<file path="src/rtl/bacp_pkg.sv">
// ----------------------------------------------------------------------------
// Battery charge estimator package
// Types, fixed-point constants and the voltage-to-percent curve.
// ----------------------------------------------------------------------------
`default_nettype none

package bacp_pkg;

   localparam int TABLE_CAP          = 64;
   localparam int TABLE_POINTS_DEF   = 23;
   localparam int IDX_W              = 6;
   localparam int MV_W               = 13;
   localparam int PCT_W              = 8;
   localparam int DP_W               = 7;
   localparam int RECIP_W            = 21;
   localparam int SPAN_W             = MV_W + DP_W;
   localparam int SEG_SHIFT          = 24;

   localparam int DEC_PROD_W         = 29;
   localparam int DEC_MUL_W          = 59;
   localparam int MV_DIV_SHIFT       = 46;

   localparam logic [13:0] RAW_FAIL   = 14'h3FFF;
   localparam logic [14:0] MV_STEP    = 15'd26855;
   localparam logic [11:0] MV_OFFSET  = 12'd3840;
   localparam logic [29:0] MV_RECIP   = 30'd703687442;
   localparam logic [12:0] MV_BASE    = 13'd400;
   localparam logic [7:0]  PCT_FAIL   = 8'hFF;

   typedef logic [IDX_W-1:0]   idx_type;
   typedef logic [MV_W-1:0]    mv_type;
   typedef logic [PCT_W-1:0]   pct_type;
   typedef logic [DP_W-1:0]    dp_type;
   typedef logic [RECIP_W-1:0] recip_type;

   typedef struct packed {
      mv_type    mv;
      mv_type    lmv;
      pct_type   lp;
      dp_type    dp;
      recip_type recip;
   } seg_type;

   function automatic mv_type tab_mv(input idx_type idx);
      mv_type v;
      case (idx)
         6'd0:    v = 13'd3000;
         6'd1:    v = 13'd3300;
         6'd2:    v = 13'd3500;
         6'd3:    v = 13'd3610;
         6'd4:    v = 13'd3650;
         6'd5:    v = 13'd3690;
         6'd6:    v = 13'd3710;
         6'd7:    v = 13'd3730;
         6'd8:    v = 13'd3750;
         6'd9:    v = 13'd3770;
         6'd10:   v = 13'd3790;
         6'd11:   v = 13'd3800;
         6'd12:   v = 13'd3820;
         6'd13:   v = 13'd3840;
         6'd14:   v = 13'd3850;
         6'd15:   v = 13'd3870;
         6'd16:   v = 13'd3910;
         6'd17:   v = 13'd3950;
         6'd18:   v = 13'd3980;
         6'd19:   v = 13'd4020;
         6'd20:   v = 13'd4080;
         6'd21:   v = 13'd4110;
         6'd22:   v = 13'd4200;
         default: v = '0;
      endcase
      return v;
   endfunction

   function automatic pct_type tab_pct(input idx_type idx);
      pct_type v;
      case (idx)
         6'd0:    v = 8'd0;
         6'd1:    v = 8'd3;
         6'd2:    v = 8'd6;
         6'd3:    v = 8'd10;
         6'd4:    v = 8'd13;
         6'd5:    v = 8'd17;
         6'd6:    v = 8'd20;
         6'd7:    v = 8'd25;
         6'd8:    v = 8'd30;
         6'd9:    v = 8'd35;
         6'd10:   v = 8'd40;
         6'd11:   v = 8'd45;
         6'd12:   v = 8'd50;
         6'd13:   v = 8'd55;
         6'd14:   v = 8'd60;
         6'd15:   v = 8'd65;
         6'd16:   v = 8'd70;
         6'd17:   v = 8'd75;
         6'd18:   v = 8'd80;
         6'd19:   v = 8'd85;
         6'd20:   v = 8'd90;
         6'd21:   v = 8'd95;
         6'd22:   v = 8'd100;
         default: v = '0;
      endcase
      return v;
   endfunction

   // Reciprocal of the voltage span of the segment that ends at idx,
   // rounded up at a scale of 2^SEG_SHIFT. Index 0 and indices past the table read as zero.
   function automatic recip_type tab_recip(input idx_type idx);
      recip_type v;
      case (idx)
         6'd1:    v = 21'd55925;
         6'd2:    v = 21'd83887;
         6'd3:    v = 21'd152521;
         6'd4:    v = 21'd419431;
         6'd5:    v = 21'd419431;
         6'd6:    v = 21'd838861;
         6'd7:    v = 21'd838861;
         6'd8:    v = 21'd838861;
         6'd9:    v = 21'd838861;
         6'd10:   v = 21'd838861;
         6'd11:   v = 21'd1677722;
         6'd12:   v = 21'd838861;
         6'd13:   v = 21'd838861;
         6'd14:   v = 21'd1677722;
         6'd15:   v = 21'd838861;
         6'd16:   v = 21'd419431;
         6'd17:   v = 21'd419431;
         6'd18:   v = 21'd559241;
         6'd19:   v = 21'd419431;
         6'd20:   v = 21'd279621;
         6'd21:   v = 21'd559241;
         6'd22:   v = 21'd186414;
         default: v = '0;
      endcase
      return v;
   endfunction

endpackage

`default_nettype wire

</file>
<file path="src/rtl/bacp_decode.sv">
// ----------------------------------------------------------------------------
// ADC voltage decoder
// Three-stage pipeline that turns the 14-bit signed ADC code into millivolts.
// ----------------------------------------------------------------------------
`default_nettype none

module bacp_decode (
   input  wire logic            clock,
   input  wire logic            reset,
   input  wire logic            in_valid,
   output logic                 in_ready,
   input  wire logic [7:0]      adc_low,
   input  wire logic [7:0]      adc_high,
   output logic                 out_valid,
   input  wire logic            out_ready,
   output bacp_pkg::mv_type     out_mv
);
   import bacp_pkg::*;

   logic                  a_vld_ff;
   logic                  a_fail_ff;
   logic [DEC_PROD_W-1:0] a_prod_ff;
   logic                  b_vld_ff;
   logic                  b_fail_ff;
   logic [DEC_MUL_W-1:0]  b_prod_ff;
   logic                  c_vld_ff;
   mv_type                c_mv_ff;

   logic                  a_en;
   logic                  b_en;
   logic                  c_en;
   logic [13:0]           raw;
   logic [13:0]           offset_code;
   logic                  a_fail_in;
   logic [DEC_PROD_W-1:0] a_prod_in;
   logic [DEC_PROD_W-1:0] b_num;
   logic [DEC_MUL_W-1:0]  b_prod_in;
   mv_type                c_mv_in;

   assign c_en = !c_vld_ff || out_ready;
   assign b_en = !b_vld_ff || c_en;
   assign a_en = !a_vld_ff || b_en;
   assign in_ready = a_en;

   // The code plus 8192 is the raw word with its sign bit inverted.
   assign raw         = {adc_high[5:0], adc_low};
   assign offset_code = {~raw[13], raw[12:0]};
   assign a_fail_in   = (raw == RAW_FAIL);
   assign a_prod_in   = DEC_PROD_W'(offset_code) * DEC_PROD_W'(MV_STEP);

   assign b_num     = a_prod_ff + DEC_PROD_W'(MV_OFFSET);
   assign b_prod_in = DEC_MUL_W'(b_num) * DEC_MUL_W'(MV_RECIP);

   assign c_mv_in = b_fail_ff ? '0
                  : MV_BASE + b_prod_ff[MV_DIV_SHIFT +: MV_W];

   always_ff @(posedge clock) begin
      if (reset) begin
         a_vld_ff <= 1'b0;
         b_vld_ff <= 1'b0;
         c_vld_ff <= 1'b0;
      end else begin
         if (a_en) begin
            a_vld_ff <= in_valid;
         end
         if (b_en) begin
            b_vld_ff <= a_vld_ff;
         end
         if (c_en) begin
            c_vld_ff <= b_vld_ff;
         end
      end
   end

   always_ff @(posedge clock) begin
      if (a_en) begin
         a_fail_ff <= a_fail_in;
         a_prod_ff <= a_prod_in;
      end
      if (b_en) begin
         b_fail_ff <= a_fail_ff;
         b_prod_ff <= b_prod_in;
      end
      if (c_en) begin
         c_mv_ff <= c_mv_in;
      end
   end

   assign out_valid = c_vld_ff;
   assign out_mv    = c_mv_ff;

endmodule

`default_nettype wire

</file>
<file path="src/rtl/bacp_seg.sv">
// ----------------------------------------------------------------------------
// Curve segment lookup
// One pipeline stage that finds the curve segment of a voltage and fetches
// its base point, percent step and span reciprocal.
// ----------------------------------------------------------------------------
`default_nettype none

module bacp_seg #(
   parameter int TABLE_POINTS = bacp_pkg::TABLE_POINTS_DEF
) (
   input  wire logic              clock,
   input  wire logic              reset,
   input  wire logic              in_valid,
   output logic                   in_ready,
   input  wire bacp_pkg::mv_type  in_mv,
   output logic                   out_valid,
   input  wire logic              out_ready,
   output bacp_pkg::seg_type      out_seg
);
   import bacp_pkg::*;

   localparam idx_type LAST = IDX_W'(TABLE_POINTS - 1);

   logic    d_vld_ff;
   seg_type d_seg_ff;

   logic    d_en;
   idx_type seg_idx;
   idx_type low_idx;
   seg_type d_seg_in;

   assign d_en     = !d_vld_ff || out_ready;
   assign in_ready = d_en;

   // The first point at or above the voltage closes its segment.
   always_comb begin
      seg_idx = LAST;
      for (int i = TABLE_POINTS - 1; i >= 1; i--) begin
         if (in_mv <= tab_mv(IDX_W'(i))) begin
            seg_idx = IDX_W'(i);
         end
      end
   end

   assign low_idx = seg_idx - idx_type'(1);

   always_comb begin
      d_seg_in.mv    = in_mv;
      d_seg_in.lmv   = in_mv;
      d_seg_in.dp    = '0;
      d_seg_in.recip = '0;
      if (in_mv == '0) begin
         d_seg_in.lp = PCT_FAIL;
      end else if (in_mv <= tab_mv('0)) begin
         d_seg_in.lp = tab_pct('0);
      end else if (in_mv >= tab_mv(LAST)) begin
         d_seg_in.lp = tab_pct(LAST);
      end else begin
         d_seg_in.lmv   = tab_mv(low_idx);
         d_seg_in.lp    = tab_pct(low_idx);
         d_seg_in.dp    = DP_W'(tab_pct(seg_idx) - tab_pct(low_idx));
         d_seg_in.recip = tab_recip(seg_idx);
      end
   end

   always_ff @(posedge clock) begin
      if (reset) begin
         d_vld_ff <= 1'b0;
      end else if (d_en) begin
         d_vld_ff <= in_valid;
      end
   end

   always_ff @(posedge clock) begin
      if (d_en) begin
         d_seg_ff <= d_seg_in;
      end
   end

   assign out_valid = d_vld_ff;
   assign out_seg   = d_seg_ff;

endmodule

`default_nettype wire

</file>
<file path="src/rtl/bacp_interp.sv">
// ----------------------------------------------------------------------------
// Segment interpolator
// Two pipeline stages: percent step times voltage offset, then division by
// the segment span through its reciprocal and addition of the base percent.
// ----------------------------------------------------------------------------
`default_nettype none

module bacp_interp (
   input  wire logic              clock,
   input  wire logic              reset,
   input  wire logic              in_valid,
   output logic                   in_ready,
   input  wire bacp_pkg::seg_type in_seg,
   output logic                   out_valid,
   input  wire logic              out_ready,
   output bacp_pkg::mv_type       out_mv,
   output bacp_pkg::pct_type      out_pct
);
   import bacp_pkg::*;

   localparam int QUOT_W = SPAN_W + RECIP_W;

   logic              e_vld_ff;
   mv_type            e_mv_ff;
   pct_type           e_lp_ff;
   logic [SPAN_W-1:0] e_span_ff;
   recip_type         e_recip_ff;
   logic              f_vld_ff;
   mv_type            f_mv_ff;
   pct_type           f_pct_ff;

   logic              e_en;
   logic              f_en;
   mv_type            e_diff;
   logic [SPAN_W-1:0] e_span_in;
   logic [QUOT_W-1:0] f_scaled;
   pct_type           f_pct_in;

   assign f_en     = !f_vld_ff || out_ready;
   assign e_en     = !e_vld_ff || f_en;
   assign in_ready = e_en;

   assign e_diff    = in_seg.mv - in_seg.lmv;
   assign e_span_in = SPAN_W'(e_diff) * SPAN_W'(in_seg.dp);

   assign f_scaled = QUOT_W'(e_span_ff) * QUOT_W'(e_recip_ff);
   assign f_pct_in = e_lp_ff + PCT_W'(f_scaled[QUOT_W-1:SEG_SHIFT]);

   always_ff @(posedge clock) begin
      if (reset) begin
         e_vld_ff <= 1'b0;
         f_vld_ff <= 1'b0;
      end else begin
         if (e_en) begin
            e_vld_ff <= in_valid;
         end
         if (f_en) begin
            f_vld_ff <= e_vld_ff;
         end
      end
   end

   always_ff @(posedge clock) begin
      if (e_en) begin
         e_mv_ff    <= in_seg.mv;
         e_lp_ff    <= in_seg.lp;
         e_span_ff  <= e_span_in;
         e_recip_ff <= in_seg.recip;
      end
      if (f_en) begin
         f_mv_ff  <= e_mv_ff;
         f_pct_ff <= f_pct_in;
      end
   end

   assign out_valid = f_vld_ff;
   assign out_mv    = f_mv_ff;
   assign out_pct   = f_pct_ff;

endmodule

`default_nettype wire

</file>
<file path="src/rtl/battery_adc_to_charge_percent_top.sv">
// A request passes the decoder, segment lookup and interpolator stages in order to the rsp_ port.
// Throughput: one request per cycle while rsp_ready stays high; every stage holds one request.
// A stage takes a new request whenever it is empty or its successor moves on.
// Reset clears the valid bit of every stage; no request survives reset.
// ----------------------------------------------------------------------------
// Battery charge estimator top level
// Decodes a battery-voltage ADC reading into millivolts and a charge percent
// interpolated from a fixed voltage curve.
// ----------------------------------------------------------------------------
`default_nettype none

module battery_adc_to_charge_percent_top #(
   parameter int TABLE_POINTS = bacp_pkg::TABLE_POINTS_DEF
) (
   input  wire logic                clock,
   input  wire logic                reset,
   input  wire logic                req_valid,
   output logic                     req_ready,
   input  wire logic [7:0]          req_adc_low,
   input  wire logic [7:0]          req_adc_high,
   output logic                     rsp_valid,
   input  wire logic                rsp_ready,
   output bacp_pkg::mv_type         rsp_millivolts,
   output logic signed [7:0]        rsp_charge_percent
);
   import bacp_pkg::*;

   logic    dec_valid;
   logic    dec_ready;
   mv_type  dec_mv;
   logic    seg_valid;
   logic    seg_ready;
   seg_type seg_data;
   pct_type pct;

   bacp_decode u_decode (
      .clock     (clock),
      .reset     (reset),
      .in_valid  (req_valid),
      .in_ready  (req_ready),
      .adc_low   (req_adc_low),
      .adc_high  (req_adc_high),
      .out_valid (dec_valid),
      .out_ready (dec_ready),
      .out_mv    (dec_mv)
   );

   bacp_seg #(
      .TABLE_POINTS (TABLE_POINTS)
   ) u_seg (
      .clock     (clock),
      .reset     (reset),
      .in_valid  (dec_valid),
      .in_ready  (dec_ready),
      .in_mv     (dec_mv),
      .out_valid (seg_valid),
      .out_ready (seg_ready),
      .out_seg   (seg_data)
   );

   bacp_interp u_interp (
      .clock     (clock),
      .reset     (reset),
      .in_valid  (seg_valid),
      .in_ready  (seg_ready),
      .in_seg    (seg_data),
      .out_valid (rsp_valid),
      .out_ready (rsp_ready),
      .out_mv    (rsp_millivolts),
      .out_pct   (pct)
   );

   assign rsp_charge_percent = signed'(pct);

endmodule

`default_nettype wire

</file>
<file path="config.mk">
export PLATFORM = sky130hd
export DESIGN_NAME = battery_adc_to_charge_percent_top
export DESIGN_NICKNAME = d
export VERILOG_FILES = /design/src/rtl/bacp_pkg.sv /design/src/rtl/bacp_decode.sv /design/src/rtl/bacp_seg.sv /design/src/rtl/bacp_interp.sv /design/src/rtl/battery_adc_to_charge_percent_top.sv
export SDC_FILE = /design/constraint.sdc
export NUM_CORES = 2
export LEC_CHECK = 0
export ABC_AREA = 1
export BUFFER_PORTS_ARGS = -buffer_cell sky130_fd_sc_hd__buf_2
export CAP_MARGIN = 15
export CORE_MARGIN = 5
export CORE_UTILIZATION = 42
export CTS_CLUSTER_DIAMETER = 80
export CTS_CLUSTER_SIZE = 20
export DETAILED_ROUTE_END_ITERATION = 8
export PLACE_DENSITY = 0.57
export SYNTH_ARGS = -nofsm -noshare
export SYNTH_HDL_FRONTEND = slang
export SYNTH_SLANG_ARGS = --single-unit
</file>
<file path="constraint.sdc">
create_clock -name clock -period 8.9 [get_ports clock]
set_input_delay 0.445 -clock clock [delete_from_list [all_inputs] [get_ports clock]]
set_output_delay 0.445 -clock clock [all_outputs]
set_load 0.01 [all_outputs]
</file>
# Word-level counts from Yosys, hierarchy flattened
# Memories as Yosys holds them, arrays and structs flattened. A register that Yosys moved wholly into a read port is not among the register bits.
# Cells that the tools add are included.
# W data, S select, Z words.
[op_classes]
mux = 36
n_addsub = 6
n_lt_le_gt_ge = 23
mul = 4
bitwise = 1
reduce_logical = 15
eq_ne = 1
[ops]
columns = ["cell", "count"]
rows = [
  ["$le A13 B12 Y1 const B", 21],
  ["$mux W5", 15],
  ["$mul A29 B29 Y58 const B", 1],
  ["$mux W7", 8],
  ["$mux W13", 4],
  ["$mul A20 B21 Y32", 1],
  ["$add A29 B12 Y29 const B", 1],
  ["$mul A14 B15 Y29 const B", 1],
  ["$mux W8", 3],
  ["$mul A13 B7 Y20", 1],
  ["$eq A14 B14 Y1 const B", 1],
  ["$add A9 B13 Y13 const A", 1],
  ["$ge A13 B13 Y1 const B", 1],
  ["$le A13 B13 Y1 const B", 1],
  ["$logic_not A13 Y1", 1],
  ["$sub A13 B13 Y13", 1],
  ["$mux W3", 4],
  ["$add A8 B8 Y8", 1],
  ["$sub A7 B7 Y7", 1],
  ["$logic_not A1 Y1", 6],
  ["$logic_or A1 B1 Y1", 6],
  ["$sub A5 B1 Y6 const B", 1],
  ["$mux W2", 2],
  ["$reduce_or A4 Y1", 1],
  ["other kinds (2)", 2],
]
[word_totals]
romBits = 1728
mem_count = 5
register_bits = 232
wordCells = 112
[mem_list]
columns = ["memory", "words", "word_bits", "rd", "rd_clocked_by_memory_dff", "write_ports", "line_no", "rtl"]
rows = [
  ["(name not given)", 32, 21, 1, 1, 0, "bacp_pkg.sv:110", "case (idx)"],
  ["(name not given)", 32, 12, 1, 0, 0, "bacp_pkg.sv:46", "case (idx)"],
  ["(name not given)", 32, 7, 1, 0, 0, "bacp_pkg.sv:77", "case (idx)"],
  ["(name not given)", 32, 7, 1, 0, 0, "bacp_pkg.sv:77", ""],
  ["(name not given)", 32, 7, 1, 0, 0, "bacp_pkg.sv:77", ""],
]

# Logic depth before layout (Yosys ltp)
# An unclocked memory read counts as a cell.
[logic_depth]
word_depth = 29
depth_mapped = 50
depth_no_buf = 48

# Hierarchy
# Synthesis repeated with hierarchy kept, for this count alone.
[hier_totals]
cells_unflattened = 5702
hier_area_um2 = 46638.5
[modules_own_cells]
columns = ["module", "n_inst", "area_each_um2", "cells_each"]
rows = [
  ["bacp_decode", 1, 23109.7, 2737],
  ["bacp_interp", 1, 18791.8, 2322],
  ["bacp_seg", 1, 4737.0, 643],
]

# Worst setup path before layout
# Ideal clock, no wire load.
[synth_timing]
path_type = "register -> register"
from = "register u_decode.a_prod_ff[8]"
to = "register u_decode.b_prod_ff[55], data pin"
synth_period_minus_slack_ps = 8298
n_path_buf = 0
setup_slack_ps = 602
setup_time_ps = 264
required_time_ps = 8636
stages_incl_launch_ff = 34
arrival_time_ps = 8034
path_cell_list = "edfxtp_1 > inv_1 > ha_1 > nand2_1 > nand3_1 > nor2_1 > nand2_1 > nor2_1 > inv_1 > nor3_1 > inv_1 > nor4_1 > nand4_1 > nand3b_1 > xor2_1 > inv_1 > ha_1 > ha_1 > fa_1 > inv_1 > fa_1 > fa_1 > fa_1 > inv_1 > fa_1 > ha_1 > ha_1 > nand2_1 > nor2_1 > nor4b_1 > nand3_1 > o211ai_1 > a31oi_1 > xor2_1"
[synth_between]
elab_chain_cells = 2
[synth_rtl]
columns = ["item", "line_no", "rtl"]
rows = [
  ["from (decl)", "bacp_decode.sv:22", "logic [DEC_PROD_W-1:0] a_prod_ff;"],
  ["from (signal assigned)", "bacp_decode.sv:78", "a_prod_ff <= a_prod_in;"],
  ["$add A29 B12 Y29", "bacp_decode.sv:51", "assign b_num = a_prod_ff + DEC_PROD_W'(MV_OFFSET);"],
  ["$mul A29 B29 Y58", "bacp_decode.sv:52", "assign b_prod_in = DEC_MUL_W'(b_num) * DEC_MUL_W'(MV_RECIP);"],
  ["named net u_decode.b_prod_in[55]", "bacp_decode.sv:37", "logic [DEC_MUL_W-1:0] b_prod_in;"],
  ["to (signal assigned)", "bacp_decode.sv:82", "b_prod_ff <= b_prod_in;"],
  ["to (decl)", "bacp_decode.sv:25", "logic [DEC_MUL_W-1:0] b_prod_ff;"],
]
# The timed path passes the listed nets, and every way through them passes these cells.
# A chain may end at the register's enable or synchronous reset.

# Final worst setup path
[layout_timing]
from = "register u_interp.e_recip_ff[15]"
to = "register u_interp.f_pct_ff[7] (netlist: u_interp.out_pct[7]), data pin"
[layout_between]
elab_chain_cells = 2
[layout_rtl]
columns = ["item", "line_no", "rtl"]
rows = [
  ["from (decl)", "bacp_interp.sv:27", "recip_type e_recip_ff;"],
  ["from (signal assigned)", "bacp_interp.sv:68", "e_recip_ff <= in_seg.recip;"],
  ["$mul A20 B21 Y32", "bacp_interp.sv:46", "assign f_scaled = QUOT_W'(e_span_ff) * QUOT_W'(e_recip_ff);"],
  ["$add A8 B8 Y8", "bacp_interp.sv:47", "assign f_pct_in = e_lp_ff + PCT_W'(f_scaled[QUOT_W-1:SEG_SHIFT]);"],
  ["named net u_interp.f_pct_in[7]", "bacp_interp.sv:37", "pct_type f_pct_in;"],
  ["to (signal assigned)", "bacp_interp.sv:72", "f_pct_ff <= f_pct_in;"],
  ["to (decl)", "bacp_interp.sv:30", "pct_type f_pct_ff;"],
]
# The timed path passes the listed nets, and every way through them passes these cells.

==> run metrics <==
HP Class primary input to flip-flop; Port Buffers 40; synthesized area per cell 9.06 µm²; antenna cell count 0; layout cell share with drive strength beyond 1 0.0383; post-synthesis sequential area ratio 0.143; hpwl dp 90.6 mm; status finished clean; Die X 330 µm; number of I/O pins 43; H-tree levels 1; FP Rows 117; Slowest cell on crit path edfxtp_1; DR WL/cell 16.8 µm; Num CTS Buffers 18; Buf+Inv Stages, Crit Path 7; CP required 9.20 ns; post-cts resize count 0; core box area 102000 µm²; storage element area 6130 µm²; Total Neg Setup Slack 0 ns; clock sink count 206; worst r2r src u_interp.e_recip_ff[15]; area grow syn2layout 6.37%; largest net degree at the start of global routing 64; Die Footprint 109000 µm²; Crit. Startpoint u_interp.e_recip_ff[15]; yosys warns 0; global-route wire length before repair 169 mm; Max Buffers Root-to-Sink 3; Tmin final 8.45 ns; Filler cells 10100; fmax 118 MHz; initial DRC count 1418; Multi-input gate area 31300 µm²; worst clock skew 0.0306 ns; Initial Utilization 0.422; Crit Path Class flip-flop to flip-flop; vias in the first global route 31500; Slew @ Worst Pin 0.952 ns; r2r endpoint u_interp.out_pct[7]; Post-synth EDFFs 200; routed via count 29800; worst stage delay on the critical path 0.71 ns; Yosys cell types 57; final slew viol count 0; Top Family by Delay on Critical Path adder cells; number of hold buffers added after CTS 0; final net count 6219; most frequent cells in the layout inv_1, nand2_1, fa_1, ha_1; CP arrival 8.75 ns; crit start category flip-flop; final hold violations 0; CTS tree built; Clock transition at path regs 0.08 ns; gr usage total 0.196; die height 330 µm; RSZ-0062 raised after global routing false; Max-Cap Viols 0; clock root buffer clkbuf_16; endpoint class of the critical path flip-flop; clk_lat worst skew 0.55 ns; DR DRC count 0; # setup viols final 0; commonest non-fill, non-tap cell in the layout inv_1; Crit path depth 30; number of setup buffers added after CTS 0; Async SR Flop Fraction 0; Reg2Reg Setup Slack 0.45 ns; antenna violations before repair 0; grt total ovfl 0; Seq cells post-synth 206; gpl congestion 0.910; number of detailed-route iterations in the first pass 5; Main synth FF type edfxtp_1; routed wire length 103 mm; Worst slew margin 0.366; Antenna Violating Nets Remaining 0; Critical Path Sink u_interp.out_pct[7]; final worst path period share 0.949; maximum fanout along the worst path 10; Post-Syn Area 42900 µm²; Post-Syn Instances 4732; via/cell ratio 4.85; Worst R2R Path Depth 30; Syn Nets 6181
==> cells by family (layout without fill, tap and decap cells) <==
family,count (synthesis),in the layout,synth area share
AO/OA/AOI/OAI,396,396,0.0509
XOR/XNOR,121,121,0.0247
adder cells (fa/ha/maj),1429,1429,0.547
buffers and inverters,1442,1492,0.127
flip-flops,206,206,0.143
multiplexers,1,1,0.000233
AND/OR/NAND/NOR,1137,1137,0.107
==> area by class of cell <==
type                       count  area share
timing repair buffer         116      0.0169
sequential                   206       0.134
inverter                    1344       0.111
clock buffer                  22      0.0107
tap                         1368      0.0375
clock inverter                10     0.00321
multi-input combinational   3084       0.687
==> worst min path at each step <==
stage	from	end	slack, ns	cells after the start
floorplan	u_decode.a_fail_ff	u_decode.b_fail_ff	0.40	0
global placement	u_seg.out_seg[8]	u_interp.e_recip_ff[8]	0.40	0
detailed placement	u_seg.out_seg[7]	u_interp.e_recip_ff[7]	0.40	0
CTS	reset	u_interp.e_vld_ff	0.1	2
global route	reset	u_interp.e_vld_ff	0.12	2
finish	reset	u_interp.out_valid	0.13	2
==> cells in the mapped netlist, drive strengths merged (2+ instances only) <==
cell type	count	area (µm²)
a211oi	6	45.0
a21boi	5	37.5
a21o	2	15.0
a21oi	192	965
a221oi	2	17.5
a311oi	2	17.5
a31oi	18	113
and3	3	18.8
buf	15	85.1
clkbuf	83	312
clkinv	4	15.0
dfxtp	6	120
edfxtp	200	6010
fa	744	14900
ha	685	8570
inv	1340	5030
nand2	776	2930
nand3	79	405
nand3b	3	22.5
nand4	18	128
nor2	203	774
nor3	23	120
nor3b	4	30.0
nor4	9	56.3
o2111ai	2	17.5
o211ai	14	105
o21a	8	60.1
o21ai	120	604
o21bai	9	67.6
o22ai	5	31.3
o31ai	6	45.0
o41ai	2	17.5
or2	16	100
xnor2	35	307
xor2	86	753
==> flip-flops by register name (all words and copies together), names as in the netlist, 13 cells and up <==
register             count
u_decode.out_mv         13
u_interp.e_mv_ff        13
u_interp.e_recip_ff     20
u_decode.b_prod_ff      13
u_decode.a_prod_ff      29
u_interp.out_mv         13
u_seg.out_seg           61
u_interp.e_span_ff      20
==> metal layers <==
metal	up-vias	wire [µm]	global-route usage
li1	14400	-	-
met1	14800	47000	0.273
met2	485	50200	0.335
met3	113	3630	0.0167
met4	0	2460	0.0433
met5	-	0	0
==> metrics by stage <==
| step | util | cells | worst slack (ns) | area, µm² | hold WS (ns) |
|---|---|---|---|---|---|
| after floorplan | - | 4732 | 0.602 | 42900 | 0.400 |
| after global placement | 0.443 | 6118 | 0.434 | 45000 | 0.403 |
| after detailed placement | 0.443 | 6118 | 0.402 | 45000 | 0.405 |
| after CTS | 0.449 | 6150 | 0.394 | 45600 | 0.0983 |
| after global routing | 0.449 | 6150 | 0.0151 | 45600 | 0.124 |
| final | 0.449 | 6150 | 0.453 | 45600 | 0.132 |
Power is left out: the tool's default activity adds up to more than one toggle a clock period on the data nets, which glitch-free logic cannot reach.
